## src/gbs_pkg.sv

```systemverilog
// Shared types and constants of the greedy box suppression block
package gbs_pkg;

    localparam int CLASS_W   = 8;
    localparam int SCORE_W   = 16;
    localparam int SC_W      = SCORE_W + CLASS_W;
    localparam int THR_W     = 16;
    localparam int FRAC_BITS = 16;
    localparam logic [THR_W-1:0] THR_RESET = 16'd29491;

    typedef struct packed {
        logic store;
        logic last;
        logic ovf;
    } cmd_ctl_t;

endpackage

```

## src/gbs_front.sv

```systemverilog
// Intake: accepts boxes, counts them, classifies store, drop and frame close
module gbs_front import gbs_pkg::*; #(
    parameter int MAX_BOXES  = 64,
    parameter int COORD_BITS = 12,
    parameter int CW         = 7,
    parameter int IW         = 6,
    parameter int DW         = 8
) (
    input  logic                  clk,
    input  logic                  rst_n,
    input  logic                  start,
    output logic                  busy,
    input  logic [CLASS_W-1:0]    class_id,
    input  logic [SCORE_W-1:0]    score,
    input  logic [COORD_BITS-1:0] left_x,
    input  logic [COORD_BITS-1:0] top_y,
    input  logic [COORD_BITS-1:0] right_x,
    input  logic [COORD_BITS-1:0] bottom_y,
    input  logic                  last_box,
    input  logic                  q_full,
    input  logic                  frame_done,
    output logic                  push,
    output logic [DW-1:0]         push_data
);

    logic [CW-1:0] count_reg;
    logic [CW-1:0] count_next;
    logic          ovf_reg;
    logic          closing_reg;
    logic          accept;
    cmd_ctl_t      ctl;

    assign busy          = q_full | closing_reg;
    assign accept        = start & ~busy;
    assign ctl.store     = (count_reg < CW'(MAX_BOXES));
    assign ctl.last      = last_box;
    assign ctl.ovf       = ovf_reg | ~ctl.store;
    assign count_next    = count_reg + CW'(ctl.store);
    assign push          = accept & (ctl.store | last_box);
    assign push_data     = {ctl, count_reg[IW-1:0], count_next, score, class_id,
                            left_x, top_y, right_x, bottom_y};

    always_ff @(posedge clk or negedge rst_n)
    begin
        if (!rst_n)
        begin
            count_reg   <= '0;
            ovf_reg     <= 1'b0;
            closing_reg <= 1'b0;
        end
        else
        begin
            if (frame_done)
                closing_reg <= 1'b0;
            if (accept)
            begin
                if (last_box)
                begin
                    count_reg   <= '0;
                    ovf_reg     <= 1'b0;
                    closing_reg <= 1'b1;
                end
                else
                begin
                    count_reg <= count_next;
                    ovf_reg   <= ctl.ovf;
                end
            end
        end
    end

endmodule

```

## config.mk

```make
export PLATFORM = sky130hd
export DESIGN_NAME = gbs_front
export DESIGN_NICKNAME = d
export VERILOG_FILES = /design/src/gbs_pkg.sv /design/src/gbs_front.sv
export SDC_FILE = /design/constraint.sdc
export NUM_CORES = 1
export LEC_CHECK = 0
export ABC_CLOCK_PERIOD_IN_PS = 4000
export CAP_MARGIN = 20
export CORE_MARGIN = 2
export CORE_UTILIZATION = 26
export CTS_BUF_LIST = sky130_fd_sc_hd__clkbuf_4
export CTS_CLUSTER_SIZE = 8
export DETAILED_ROUTE_END_ITERATION = 10
export DONT_BUFFER_PORTS = 1
export GPL_ROUTABILITY_DRIVEN = 0
export PLACE_DENSITY_LB_ADDON = 0.25
export SYNTH_ARGS = -nofsm -noshare
export SYNTH_HDL_FRONTEND = slang
export SYNTH_SLANG_ARGS = --single-unit
```

## constraint.sdc

```tcl
create_clock -name clk -period 4 [get_ports clk]
set_input_delay 0.2 -clock clk [delete_from_list [all_inputs] [get_ports clk]]
set_output_delay 0.2 -clock clk [all_outputs]
set_load 0.02 [all_outputs]
```

* Yosys cells after proc, flatten, opt, wreduce, memory -nomap -nowiden *
Cells that the tools add are included.

storage, ports and cells
  register bits after elaboration = 8
  input bits = 78
  output and inout bits = 10
  logic and storage cells = 13

operators by class
  add/sub/neg operators = 1
  order comparisons = 1
  multiplexer cells = 4
  bitwise gates (word level) = 5

operator list
  kind                                               number
  7-bit by 1-bit adder with 7-bit output             1
  7-bit less-than comparator, second input constant  1
  7-bit 2-to-1 mux                                   1
  1-bit 2-to-1 mux                                   3
  1-bit AND                                          2
  1-bit OR                                           2
  1-bit NOT                                          1

* Logic depth before layout (Yosys ltp) *
  word-level depth = 4
  depth in mapped cells = 6
  depth with buffers taken out = 6

* Worst setup path before layout *
OpenSTA, ideal clock, no wires.

  path kind = reg-to-reg
  start = reg count_reg[6]
  end = reg count_reg[6]
  library setup time = 0.090 ns
  data arrival time = 1.391 ns
  required time = 3.910 ns
  path slack = 2.519 ns
  cell stages (with the launch flop) = 7
  path buffers = 0
  period minus slack after synthesis = 1.481 ns
  cell sequence = dfrtp_1 > inv_1 > ha_1 > ha_1 > and3_1 > a311o_1 > o221ai_1

on the way
  cells in the longest elaborated chain, start to end = 3

RTL lines
  item                                        line             text
  from (decl)                                 gbs_front.sv:26  logic [CW-1:0] count_reg;
  from (signal assigned)                      gbs_front.sv:65  count_reg <= count_next;
  7-bit less-than comparator                  gbs_front.sv:35  assign ctl.store = (count_reg < CW'(MAX_BOXES));
  7-bit by 1-bit adder with 7-bit output (*)  gbs_front.sv:38  assign count_next = count_reg + CW'(ctl.store);
  7-bit 2-to-1 mux (*)                        gbs_front.sv:57  if (last_box)

Every way passes the cells marked *; elsewhere a longest branch is shown, timed or not.
A chain may end at the register's enable or synchronous reset.

* Worst setup path after layout *
  start = reg closing_reg
  end = out push

on the way
  cells in the longest elaborated chain, start to end = 4

RTL lines
  item                    line             text
  from (decl)             gbs_front.sv:29  logic closing_reg;
  from (signal assigned)  gbs_front.sv:49  closing_reg <= 1'b0;
  from (signal assigned)  gbs_front.sv:54  closing_reg <= 1'b0;
  from (signal assigned)  gbs_front.sv:61  closing_reg <= 1'b1;
  1-bit OR                gbs_front.sv:33  assign busy = q_full | closing_reg;
  1-bit NOT               gbs_front.sv:34  assign accept = start & ~busy;
  1-bit AND               gbs_front.sv:34
  1-bit AND               gbs_front.sv:39  assign push = accept & (ctl.store | last_box);
  to (decl)               gbs_front.sv:22  output logic push,

Every way passes these cells.

==> qor.yml <==
grt-ovfl-total: 0
fin_nets: 136
crit_type: "reg2out"
synth_top_cell_by_area: "dfrtp_1"
r2r_slack_ns: 2.42
setup_viol: 0
cts_buffer_depth: 2
die_h_um: 49.5
dieWidth_um: 49.5
final-seq-area_um2: 200
drt_iter0_drc: 10
fin_setup_tns_ns: 0
critPathMaxFanout: 9
die_area_mm2: 0.00245
ant_nets: 0
rsz0062_at_grt: "no"
start_util: 0.275
antenna_cells: 0
whs_endpoint: "closing_reg$_DFF_PN0_"
maxCapViolations: 0
drc: 0
yosysTopAreaCellShare: 0.371
power_density_mw_per_mm2: 394
period_share: 0.425
clkTransAtPathRegs_ns: 0.06
wl_per_cell_um: 12.6
r2r_end: "count_reg[6]$_DFFE_PN0P_"
internal_power_w: 0.000146
async_flop_share: 1.00
io_pins: 88
ys.flop_type: "dfrtp_1"
root_buffer: "clkbuf_4"
antenna_found_initial: 0
cts.repair.resized: 0
slew-limit-headroom: 0.666
hold_viol: 0
p_sw_w: 0.0000650
status: "finished, final reports clean"
finClkSkew_ns: 0.00228
num-fill-cells: 232
p_total_w: 0.000211
port-buffer-count: 0
reg2reg_depth: 6
worstHoldPathCells: 1
synth_area_leaders: "dfrtp_1 37%, buf_4 11%, ha_1 7.0%"
cp-start-kind: "flop"
yosysWarnings: 0
min_path_type: "in2reg"
slew_violations: 0
vdd_drop_max_uv: 150
hold_start: "frame_done"
cts.sinks: 8
tightest_slew_ns: 0.499
grt_pass1_wl_um: 1780
multiInputGateArea_um2: 245
syn_area_per_cell_um2: 9.30
clkPwrFrac: 0.303
synth_cell_types: 20
max_freq_ghz: 0.588
p_leak_nw: 0.243
drive_gt1_frac: 0.113
track_usage: 0.100
r2r-start: "count_reg[6]$_DFFE_PN0P_"
core_mm2: 0.00196
areaGrowthSynthToFinish_pct: -0.928
arrival_ns: 1.50
tritoncts: "done"
worstPathRequired_ns: 3.80
endpoint_kind: "output port"
cts_buffers: 3
hpwl_um: 732
netlist_area_um2: 539
clk-insertion-delay-late_ns: 0.25
largest_register_ffs: 7
htree_levels: 1
comb_power_share: 0.189
num_rows: 16
period_needed_ns: 1.70
drt_wl_total_um: 1010
synth_edf_count: 0
via_per_inst: 4.86
ys_ff_latch: 8
swShare: 0.308
sequentialPowerShare: 0.508
via_count: 389
grt_pass1_vias: 374
synth_nets: 139
synth_sequential_area_ratio: 0.371
dr.pass1.iters: 4
synth_common_cells: "8 x buf_4, 8 x dfrtp_1, 7 x nand2_1"
syn-instance-count: 58
grt_max_degree: 10
-- routing by layer --
metal / global-route usage / share of wire / up-vias
met5: 0 / 0 / -
met4: 0.0694 / 0.015 / 0
met3: 0.0394 / 0.082 / 2
met2: 0.127 / 0.44 / 14
met1: 0.136 / 0.46 / 183
li1: - / - / 190
-- per-stage QoR --
stage          std cells  cell area, µm²  worst slack [ns]   util  hold WS (ns)
2_1_floorplan         58             539              2.52      -       -0.0956
3_3_place_gp          76             502              2.42  0.256       -0.0954
3_5_place_dp          76             502              2.41  0.256       -0.0954
4_1_cts               80             534              2.27  0.272        0.0188
5_1_grt               80             534              2.21  0.272        0.0147
6_report              80             534              2.30  0.272        0.0328
-- power groups by stage --
| stage | clock (W) | combinational, W | sequential [W] |
|---|---|---|---|
| 2_1_floorplan | 0 | 0.0000459 | 0.000105 |
| 3_3_place_gp | 0 | 0.0000370 | 0.000108 |
| 3_5_place_dp | 0 | 0.0000379 | 0.000109 |
| 4_1_cts | 0.0000686 | 0.0000407 | 0.000107 |
| 5_1_grt | 0.0000733 | 0.0000466 | 0.000110 |
| 6_report | 0.0000639 | 0.0000399 | 0.000107 |
-- repair_timing --
action,in CTS,in global routing
endpoints found under the setup margin,0,0
hold buffers,1,0
setup buffers,0,0
hold endpoints to repair,8,0
-- cells in the final DEF, fill, tap and decap left out --
cell type,netlist,routed
dfrtp_1,8,8
nand2_1,7,7
inv_1,6,6
nand3_1,4,4
o21ai_1,3,3
ha_1,3,3
clkbuf_4,0,3
and3_1,2,2
a311o_1,2,2
o221ai_1,2,2
nand4_1,2,2
o311ai_1,2,2
nor2b_1,2,2
or2_1,1,1
or3b_1,1,1
a21oi_2,1,1
o22ai_2,1,1
nor3b_2,1,1
a21oi_1,1,1
dlygate4sd3_1,0,1
-- worst max-delay path by stage --
stage	depth (start not counted)	start	slack (ns)	end
floorplan	6	count_reg[6]$_DFFE_PN0P_	2.52	count_reg[6]$_DFFE_PN0P_
detailed placement	6	count_reg[6]$_DFFE_PN0P_	2.41	count_reg[6]$_DFFE_PN0P_
CTS	2	closing_reg$_DFF_PN0_	2.27	push
finish	2	closing_reg$_DFF_PN0_	2.30	push
global route	2	closing_reg$_DFF_PN0_	2.21	push
global placement	6	count_reg[6]$_DFFE_PN0P_	2.42	count_reg[6]$_DFFE_PN0P_
-- critical path: stages (launching register included) --
cell and delay [ns]:
dfrtp_1 0.40, or3b_1 0.55, a21oi_2 0.30
-- layout make-up --
class / count / area share
flip-flops and latches: 8 / 0.375
clock buffers: 3 / 0.0422
well taps: 27 / 0.0632
inverters: 6 / 0.0422
multi-input cells: 35 / 0.459
repair buffers: 1 / 0.0187
-- kinds of logic after synthesis --
family	count (synthesis)	synth area share
compound gates	12	0.179
fa+ha+maj	3	0.0696
simple gates	20	0.207
flops	8	0.371
buf+inv	15	0.174
Power figures use the tool's default switching activity.
