$ cat config.mk
export PLATFORM = sky130hd
export DESIGN_NAME = gbs_queue
export DESIGN_NICKNAME = d
export VERILOG_FILES = /design/src/gbs_queue.sv
export SDC_FILE = /design/constraint.sdc
export NUM_CORES = 1
export LEC_CHECK = 0
export ABC_AREA = 1
export BUFFER_PORTS_ARGS = -buffer_cell sky130_fd_sc_hd__buf_2
export CORE_MARGIN = 5
export CORE_UTILIZATION = 53
export CTS_CLUSTER_DIAMETER = 80
export CTS_CLUSTER_SIZE = 20
export DETAILED_ROUTE_END_ITERATION = 7
export GPL_ROUTABILITY_DRIVEN = 0
export PLACE_DENSITY = 0.79
export SLEW_MARGIN = 10
export SYNTH_ARGS = -nofsm -noshare
export SYNTH_HDL_FRONTEND = slang
export SYNTH_SLANG_ARGS = --single-unit
$ cat constraint.sdc
create_clock -name clk -period 1.75 [get_ports clk]
set_clock_uncertainty 0.05 [all_clocks]
set_input_delay 0.175 -clock clk [delete_from_list [all_inputs] [get_ports clk]]
set_output_delay 0.175 -clock clk [all_outputs]
set_load 0.1 [all_outputs]
$ cat src/gbs_queue.sv
// Two-entry command queue between intake and engine
module gbs_queue #(
    parameter int DW = 8
) (
    input  logic          clk,
    input  logic          rst_n,
    input  logic          push,
    input  logic [DW-1:0] push_data,
    input  logic          pop,
    output logic          full,
    output logic          empty,
    output logic [DW-1:0] head_data
);

    logic [DW-1:0] mem_reg [2];
    logic          wr_ptr_reg;
    logic          rd_ptr_reg;
    logic [1:0]    count_reg;

    always_ff @(posedge clk or negedge rst_n)
    begin
        if (!rst_n)
        begin
            wr_ptr_reg <= 1'b0;
            rd_ptr_reg <= 1'b0;
            count_reg  <= 2'd0;
        end
        else
        begin
            if (push)
                wr_ptr_reg <= ~wr_ptr_reg;
            if (pop)
                rd_ptr_reg <= ~rd_ptr_reg;
            if (push && !pop)
                count_reg <= count_reg + 2'd1;
            else if (pop && !push)
                count_reg <= count_reg - 2'd1;
        end
    end

    always_ff @(posedge clk)
    begin
        if (push)
            mem_reg[wr_ptr_reg] <= push_data;
    end

    assign full      = (count_reg == 2'd2);
    assign empty     = (count_reg == 2'd0);
    assign head_data = mem_reg[rd_ptr_reg];

endmodule

After elaboration in Yosys (flattened, before gate mapping)
Memories as Yosys holds them, arrays and structs flattened. Cells that the tools add are included.

Memories: 1. Input port bits: 12. Bits in writable memories: 16. Output and inout port bits: 10. Logic and storage cells: 19. Register bits: 4.

Memory list: mem_reg (words 2, width 8, read ports 1, clocked after memory_dff 0, wr ports 1, line 15) `logic [DW-1:0] mem_reg [2];`.

Add/subtract/negate cells: 2. Bitwise logic cells: 2. Equality and inequality tests: 1. Multiplexer cells: 4. Reductions and logical operators: 6.

Operator list (number): 2-bit two-way mux (2); 2-bit by 1-bit adder with 2-bit output, second input constant (1); 2-bit == test, second input constant (1); 1-bit logical AND (2); 1-bit logical NOT (2); 2-bit logical NOT (1); 1-bit two-way mux (2); 1-bit NOT (2); 2-bit nonzero test (1); 2-bit by 1-bit subtractor with 2-bit output, second input constant (1).

Longest topological paths before layout
Gate-level depths: netlist of the first run.

Depth after elaboration: 4. Mapped depth: 7. Gate-level depth less buffers: 7.

Worst setup path before layout of the first run
OpenSTA, ideal clock, no wires.

Path kind: register to output. Start: register count_reg[0]. End: output empty. Slack: -0.157 ns. Cell stages (with the launch flop): 2. Arrival: 1.682 ns. Data required time: 1.525 ns. Path buffers: 0. Path through: dfrtp_1 nor2_1.

Longest elaborated chain between the ends: 1.

RTL lines: start, declared (line 18) `logic [1:0] count_reg;`; start signal, assigned (line 35) `count_reg <= count_reg + 2'd1;`; start signal, assigned (line 37) `count_reg <= count_reg - 2'd1;`; 2-bit logical NOT (line 48) `assign empty = (count_reg == 2'd0);`; end, declared (line 11) `output logic empty,`.

Every way passes these cells.

Final worst setup path of the first run
Start: register rd_ptr_reg. End: output head_data[5].

Longest elaborated chain between the ends: 1.

RTL lines: start, declared (line 17) `logic rd_ptr_reg;`; start signal, assigned (line 33) `rd_ptr_reg <= ~rd_ptr_reg;`; memory read 2 x 8 bit; end, declared (line 12) `output logic [DW-1:0] head_data`.

Every way passes these cells.

==> results of run 1 <==
## cells by family after synthesis
logic type               after synthesis  share of synthesized area [%]
XOR/XNOR                               3                           3.21
adder cells (fa/ha/maj)                1                           1.53
AND/OR/NAND/NOR                       10                           5.05
buffers and inverters                  8                           4.59
flip-flops                            20                           70.9
multiplexers                           8                           14.7
## worst paths after layout
kind / startpoint / slack (ps) / end / depth (start not counted)
max: rd_ptr_reg / 160 / head_data[5] / 2
min: pop / 30 / rd_ptr_reg / 2
max reg2reg: wr_ptr_reg / 650 / mem_reg[1][7] / 2
min reg2reg: wr_ptr_reg / 460 / wr_ptr_reg / 1
max in group asynchronous: rst_n / 1350 / rd_ptr_reg / 2
min in group asynchronous: rst_n / 170 / wr_ptr_reg / 2
## cells in the mapped netlist (all sizes together)
cell type,n
xor2,2
inv,7
dfrtp,4
nor2,3
nand4,1
buf,1
nand2,5
nand3,1
edfxtp,16
ha,1
mux2,8
xnor2,1
## critical path: stages (launching register included)
cell	delay [ps]
sky130_fd_sc_hd__dfrtp_2	560
sky130_fd_sc_hd__mux2_4	350
sky130_fd_sc_hd__buf_12	170
## final cells by class
cell class | count | share of cell area [%]
clock buffer | 4 | 2.31
inverter | 7 | 2.31
multi-input combinational | 22 | 17.6
sequential | 20 | 51.2
tap | 16 | 1.76
timing repair buffer | 27 | 24.9
## layer usage
layer,vias to the layer above,global-route usage [%]
met3,4,2.45
met1,231,14.1
met4,0,6.28
li1,231,-
met5,-,0
met2,13,24.2
## what timing repair did
item,in CTS,in global routing
gates resized for setup,0,1
hold buffers,1,4
endpoints found under the hold margin,4,8
setup endpoints to repair,0,8
## stage by stage
step	TNS (ps)	std cells	hold WS, ps	util [%]	setup slack [ps]
4_1_cts	0	92	5.65	73.6	13.6
5_1_grt	0	96	7.48	76.4	105
6_report	0	96	29.6	76.4	156
2_1_floorplan	-313	50	-171	-	-157
3_5_place_dp	0	87	-61.2	71.2	344
3_3_place_gp	0	87	-64.3	71.2	362
==> qor_table.md, run 1 <==
| Metric | This run | Unit |
|---|---|---|
| Status | finished, final reports clean | - |
| Data arrival at the endpoint of the critical path | 1370 | ps |
| Ratio of routed vias to standard cells | 4.99 | - |
| Area occupied by multi-input gates | 200 | µm² |
| Synthesized cell area | 818 | µm² |
| Number of library cell types mapped by synthesis | 12 | - |
| Largest buffer count on any clock path | 2 | - |
| Final Max Tran Viols | 0 | - |
| Clock-pin slew reported for the worst setup and hold paths after clock tree synthesis | 100 | ps |
| Drt pass-1 iters | 2 | - |
| Transition time at the pin with the least slew margin | 486 | ps |
| Worst min path class | input pin to register | - |
| Syn Area/Cell | 16.4 | µm² |
| Most area-hungry cell type in the Yosys netlist | sky130_fd_sc_hd__edfxtp_1 | - |
| Leading cell type in the layout, fill and taps excluded | sky130_fd_sc_hd__edfxtp_1 | - |
| Clk Latency, worst-skew pair | 280 | ps |
| Part of the Yosys area used for sequential elements | 70.9 | % |
| Post-layout nets | 94 | - |
| FF+latch count, synth | 20 | - |
| Synthesized net count | 63 | - |
| Pin count of the biggest net entering global routing | 12 | - |
| Final Critical Period | 1590 | ps |
| Area added between synthesis and finish | 39.0 | % |
| Antenna violations before repair | 0 | - |
| Core area | 0.00149 | mm² |
| DR iter-0 viols | 1 | - |
| Type of the setup path with the least slack | register to output pin | - |
| Final ANT Viol Nets | 0 | - |
| Number of buffers added on ports | 21 | - |
| Met3 wire length | 78 | µm |
| Total die area | 0.00243 | mm² |
| Area contributors post-synth | sky130_fd_sc_hd__edfxtp_1, sky130_fd_sc_hd__mux2_4, sky130_fd_sc_hd__dfrtp_1 | - |
| Peak fanout along the critical path | 9 | - |
| Remaining max-slew budget at the tightest pin | 67.9 | % |
| I/O pins | 22 | - |
| Highest routed metal layer | met4 | - |
| Post-route DRC violation count | 0 | - |
| Routed WL per cell | 15.8 | µm |
| GRT Overall Usage | 13.2 | % |
| Die outline width | 49.3 | µm |
| Number of global-route vias before repair | 509 | - |
| Area share of the largest cell type after synthesis | 58.7 | % |
| Sequential Area | 582 | µm² |
| CP Data Required Time | 1520 | ps |
| Post-Syn Instances | 50 | - |
| Maximum clock frequency | 627 | MHz |
| Critical Path Source Type | register | - |
| Area post-placement | 0.00106 | mm² |
| Number of clock sinks | 20 | - |
| Die Y | 49.3 | µm |
| Count of filler cells inserted in the layout | 87 | - |
| Fraction of layout instances using a drive strength above 1 | 42.5 | % |
| Critical path capture point type | output pin | - |
| Post-DP HPWL | 1170 | µm |
| Clock tree from TritonCTS | built | - |
| Diode insertion count for antenna repair | 0 | - |
| Post-route cell area | 0.00114 | mm² |
| Share of the clock period used by the worst path | 91.1 | % |
| Unrepaired setup endpoints after global routing | false | - |
| Buffers inserted by post-CTS timing repair | 0 | - |
| Count of final hold-check violations | 0 | - |
| Wire length after detailed routing | 1520 | µm |
| Leading cell types in the layout, fill and taps excluded | sky130_fd_sc_hd__edfxtp_1, sky130_fd_sc_hd__buf_2, sky130_fd_sc_hd__mux2_4, sky130_fd_sc_hd__buf_12, sky130_fd_sc_hd__inv_1 | - |
| Total vias in the final route | 479 | - |
| First-pass GRT wire length | 2330 | µm |
| Maximum level of the CTS H-tree | 1 | - |
| Total CTS buffers | 3 | - |
| Gr ovfl total | 0 | - |
| Flip-flop count of the largest register, all copies and words added | 16 | - |
| WL met1 | 557 | µm |
| Clock root buffer | sky130_fd_sc_hd__clkbuf_4 | - |
| Total of endpoints with negative setup slack in the final report | 0 | - |
| Warnings from Yosys | 0 | - |
| Initial core utilization | 55.0 | % |
| Total length of routed met2 wires | 870 | µm |
| Number of maximum-capacitance constraint violations | 0 | - |
| Placement Rows | 14 | - |
Power of run 1 is not shown: default switching activity piles up to over one toggle a cycle in this logic, so the estimate is an artifact.
==> inputs of run 2 (changes only) <==
--- a/config.mk
+++ b/config.mk
@@ -8,12 +8,12 @@
 export ABC_AREA = 1
 export BUFFER_PORTS_ARGS = -buffer_cell sky130_fd_sc_hd__buf_2
 export CORE_MARGIN = 5
-export CORE_UTILIZATION = 53
+export CORE_UTILIZATION = 49
 export CTS_CLUSTER_DIAMETER = 80
 export CTS_CLUSTER_SIZE = 20
 export DETAILED_ROUTE_END_ITERATION = 7
 export GPL_ROUTABILITY_DRIVEN = 0
-export PLACE_DENSITY = 0.79
+export PLACE_DENSITY = 0.74
 export SLEW_MARGIN = 10
 export SYNTH_ARGS = -nofsm -noshare
 export SYNTH_HDL_FRONTEND = slang
==> constraint.sdc (replaced) <==
create_clock -name clk -period 1.8 [get_ports clk]
set_clock_uncertainty 0.05 [all_clocks]
set_input_delay 0.18 -clock clk [delete_from_list [all_inputs] [get_ports clk]]
set_output_delay 0.18 -clock clk [all_outputs]
set_load 0.1 [all_outputs]
==> run 2 against run 1 <==
Against the previous run:
- clock-buffer cell count decreased by 1
- worst hold slack got worse by 12 ps
- final cell count decreased by 3.1%
- global-route usage decreased by 3.0 points
- sequential share of layout area increased by 1.4 points
- sequential cell count unchanged
- register-to-register slack improved by 90 ps
- worst setup slack improved by 48 ps
- utilization decreased by 4.6 points
==> qor_table.md, run 2 (synthesis results as in run 1) <==
| Metric | This run | Unit | Delta |
|---|---|---|---|
| Critical path capture point type | output pin | - | unchanged |
| Grt met2 use | 16.7 | % | was 24.2% |
| GRT Overall Usage | 10.2 | % | was 13.2% |
| Clock root buffer | sky130_fd_sc_hd__clkbuf_4 | - | unchanged |
| Sequential Area | 582 | µm² | unchanged |
| First-pass GRT wire length | 1890 | µm | was 2330 µm |
| Leading cell type in the layout, fill and taps excluded | sky130_fd_sc_hd__edfxtp_1 | - | unchanged |
| Cell count after placement | 87 | - | unchanged |
| Grt met1 use | 10.9 | % | was 14.1% |
| Clock tree from TritonCTS | built | - | unchanged |
| Number of standard cells in the layout, taps in and fillers out | 93 | - | was 96 |
| Placement Rows | 14 | - | unchanged |
| Area added between synthesis and finish | 35.3 | % | was 39.0% |
| Count of final hold-check violations | 0 | - | unchanged |
| Pin count of the biggest net entering global routing | 12 | - | unchanged |
| Number of clock sinks | 20 | - | unchanged |
| Maximum level of the CTS H-tree | 1 | - | unchanged |
| Unrepaired setup endpoints after global routing | false | - | unchanged |
| GRT Max-Usage Layer | met2 | - | unchanged |
| Diode insertion count for antenna repair | 0 | - | unchanged |
| Buffers inserted by post-CTS timing repair | 0 | - | unchanged |
| Drt pass-1 iters | 4 | - | was 2 |
| Count of filler cells inserted in the layout | 109 | - | was 87 |
| Die Y | 50.9 | µm | was 49.3 µm |
| Gr ovfl total | 0 | - | unchanged |
| Number of buffers added on ports | 21 | - | unchanged |
| Final Critical Period | 1600 | ps |  |
| Flip-flop count of the largest register, all copies and words added | 16 | - | unchanged |
| Data arrival at the endpoint of the critical path | 1370 | ps | about the same |
| Maximum clock frequency | 626 | MHz |  |
| Post-layout nets | 91 | - | was 94 |
| Wire length after detailed routing | 1260 | µm | was 1520 µm |
| Largest buffer count on any clock path | 2 | - | unchanged |
| Core area | 0.00154 | mm² | was 0.00149 mm² |
| Clk Latency, worst-skew pair | 290 | ps | was 280 ps |
| Total CTS buffers | 3 | - | unchanged |
| Routed WL per cell | 13.5 | µm | was 15.8 µm |
| Peak fanout along the critical path | 9 | - | unchanged |
| Total die area | 0.00259 | mm² | was 0.00243 mm² |
| Area occupied by multi-input gates | 200 | µm² | unchanged |
| Total vias in the final route | 459 | - | was 479 |
| Critical Path Source Type | register | - | unchanged |
| Final ANT Viol Nets | 0 | - | unchanged |
| I/O pins | 22 | - | unchanged |
| Leading cell types in the layout, fill and taps excluded | sky130_fd_sc_hd__edfxtp_1, sky130_fd_sc_hd__buf_2, sky130_fd_sc_hd__mux2_4, sky130_fd_sc_hd__buf_12, sky130_fd_sc_hd__inv_1 | - | unchanged |
| Total of endpoints with negative setup slack in the final report | 0 | - | unchanged |
| CP Data Required Time | 1570 | ps | was 1520 ps |
| Post-route cell area | 0.00111 | mm² | was 0.00114 mm² |
| Antenna violations before repair | 0 | - | unchanged |
| DR iter-0 viols | 7 | - | was 1 |
| Worst min path class | input pin to register | - | unchanged |
| Area post-placement | 0.00106 | mm² | unchanged |
| Transition time at the pin with the least slew margin | 485 | ps | was 486 ps |
| Post-route DRC violation count | 0 | - | unchanged |
| Remaining max-slew budget at the tightest pin | 67.9 | % | about the same |
| Die outline width | 50.9 | µm | was 49.3 µm |
| Fraction of layout instances using a drive strength above 1 | 44.2 | % | was 42.5% |
| Type of the setup path with the least slack | register to output pin | - | unchanged |
| Met3 Resource Use GR | 4.07 | % | was 2.45% |
| Number of maximum-capacitance constraint violations | 0 | - | unchanged |
| Clock-pin slew reported for the worst setup and hold paths after clock tree synthesis | 100 | ps | about the same |
| Ratio of routed vias to standard cells | 4.94 | - | was 4.99 |
| Final Max Tran Viols | 0 | - | unchanged |
| Final core utilization | 71.8 | % | was 76.4% |
| Initial core utilization | 53.1 | % | was 55.0% |
| Status | finished, final reports clean | - | unchanged |
| Number of global-route vias before repair | 444 | - | was 509 |
| Share of the clock period used by the worst path | 88.7 | % |  |
run 2: routing by layer:
layer | part of all wire [%] | up-vias
li1 | - | 225
met1 | 41 | 214
met2 | 49 | 16
met3 | 7.8 | 4
met4 | 1.7 | 0
met5 | 0 | -
run 2: area by class of cell:
cell class	instances	area share, %
repair buffers	24	22.8
clock inverters	1	0.339
flip-flops and latches	20	52.5
well taps	16	1.81
multi-input cells	22	18.1
inverters	7	2.37
clock buffers	3	2.03
run 2: path summary, 6_finish.rpt:
kind / slack [ps] / end / startpoint / depth (start not counted)
worst min register to register: 450 / wr_ptr_reg / wr_ptr_reg / 1
worst max-delay path: 200 / head_data[5] / rd_ptr_reg / 2
worst max register to register: 740 / mem_reg[1][2] / wr_ptr_reg / 2
min in group asynchronous: 160 / count_reg[0] / rst_n / 2
worst min-delay path: 20 / mem_reg[0][6] / push_data[6] / 1
max in group asynchronous: 1410 / rd_ptr_reg / rst_n / 2
run 2: through the flow:
step                setup slack [ps]  TNS, ps  hold slack [ps]
finish                           204        0             17.4
global route                     156        0            0.841
CTS                             39.3        0             9.55
detailed placement               374        0            -56.6
global placement                 397        0            -57.6
floorplan                       -112     -223             -166
run 2: critical path, stage by stage, from the launching register on:
cell                      delay (ps)
sky130_fd_sc_hd__dfrtp_2         550
sky130_fd_sc_hd__mux2_4          350
sky130_fd_sc_hd__buf_12          170
run 2: timing repair:
action                     4_1_cts  5_1_grt
gates resized for setup          0        1
hold endpoints to repair         4        2
hold buffers                     1        1
setup endpoints to repair        0        1
Power of run 2 is left out for the same reason.
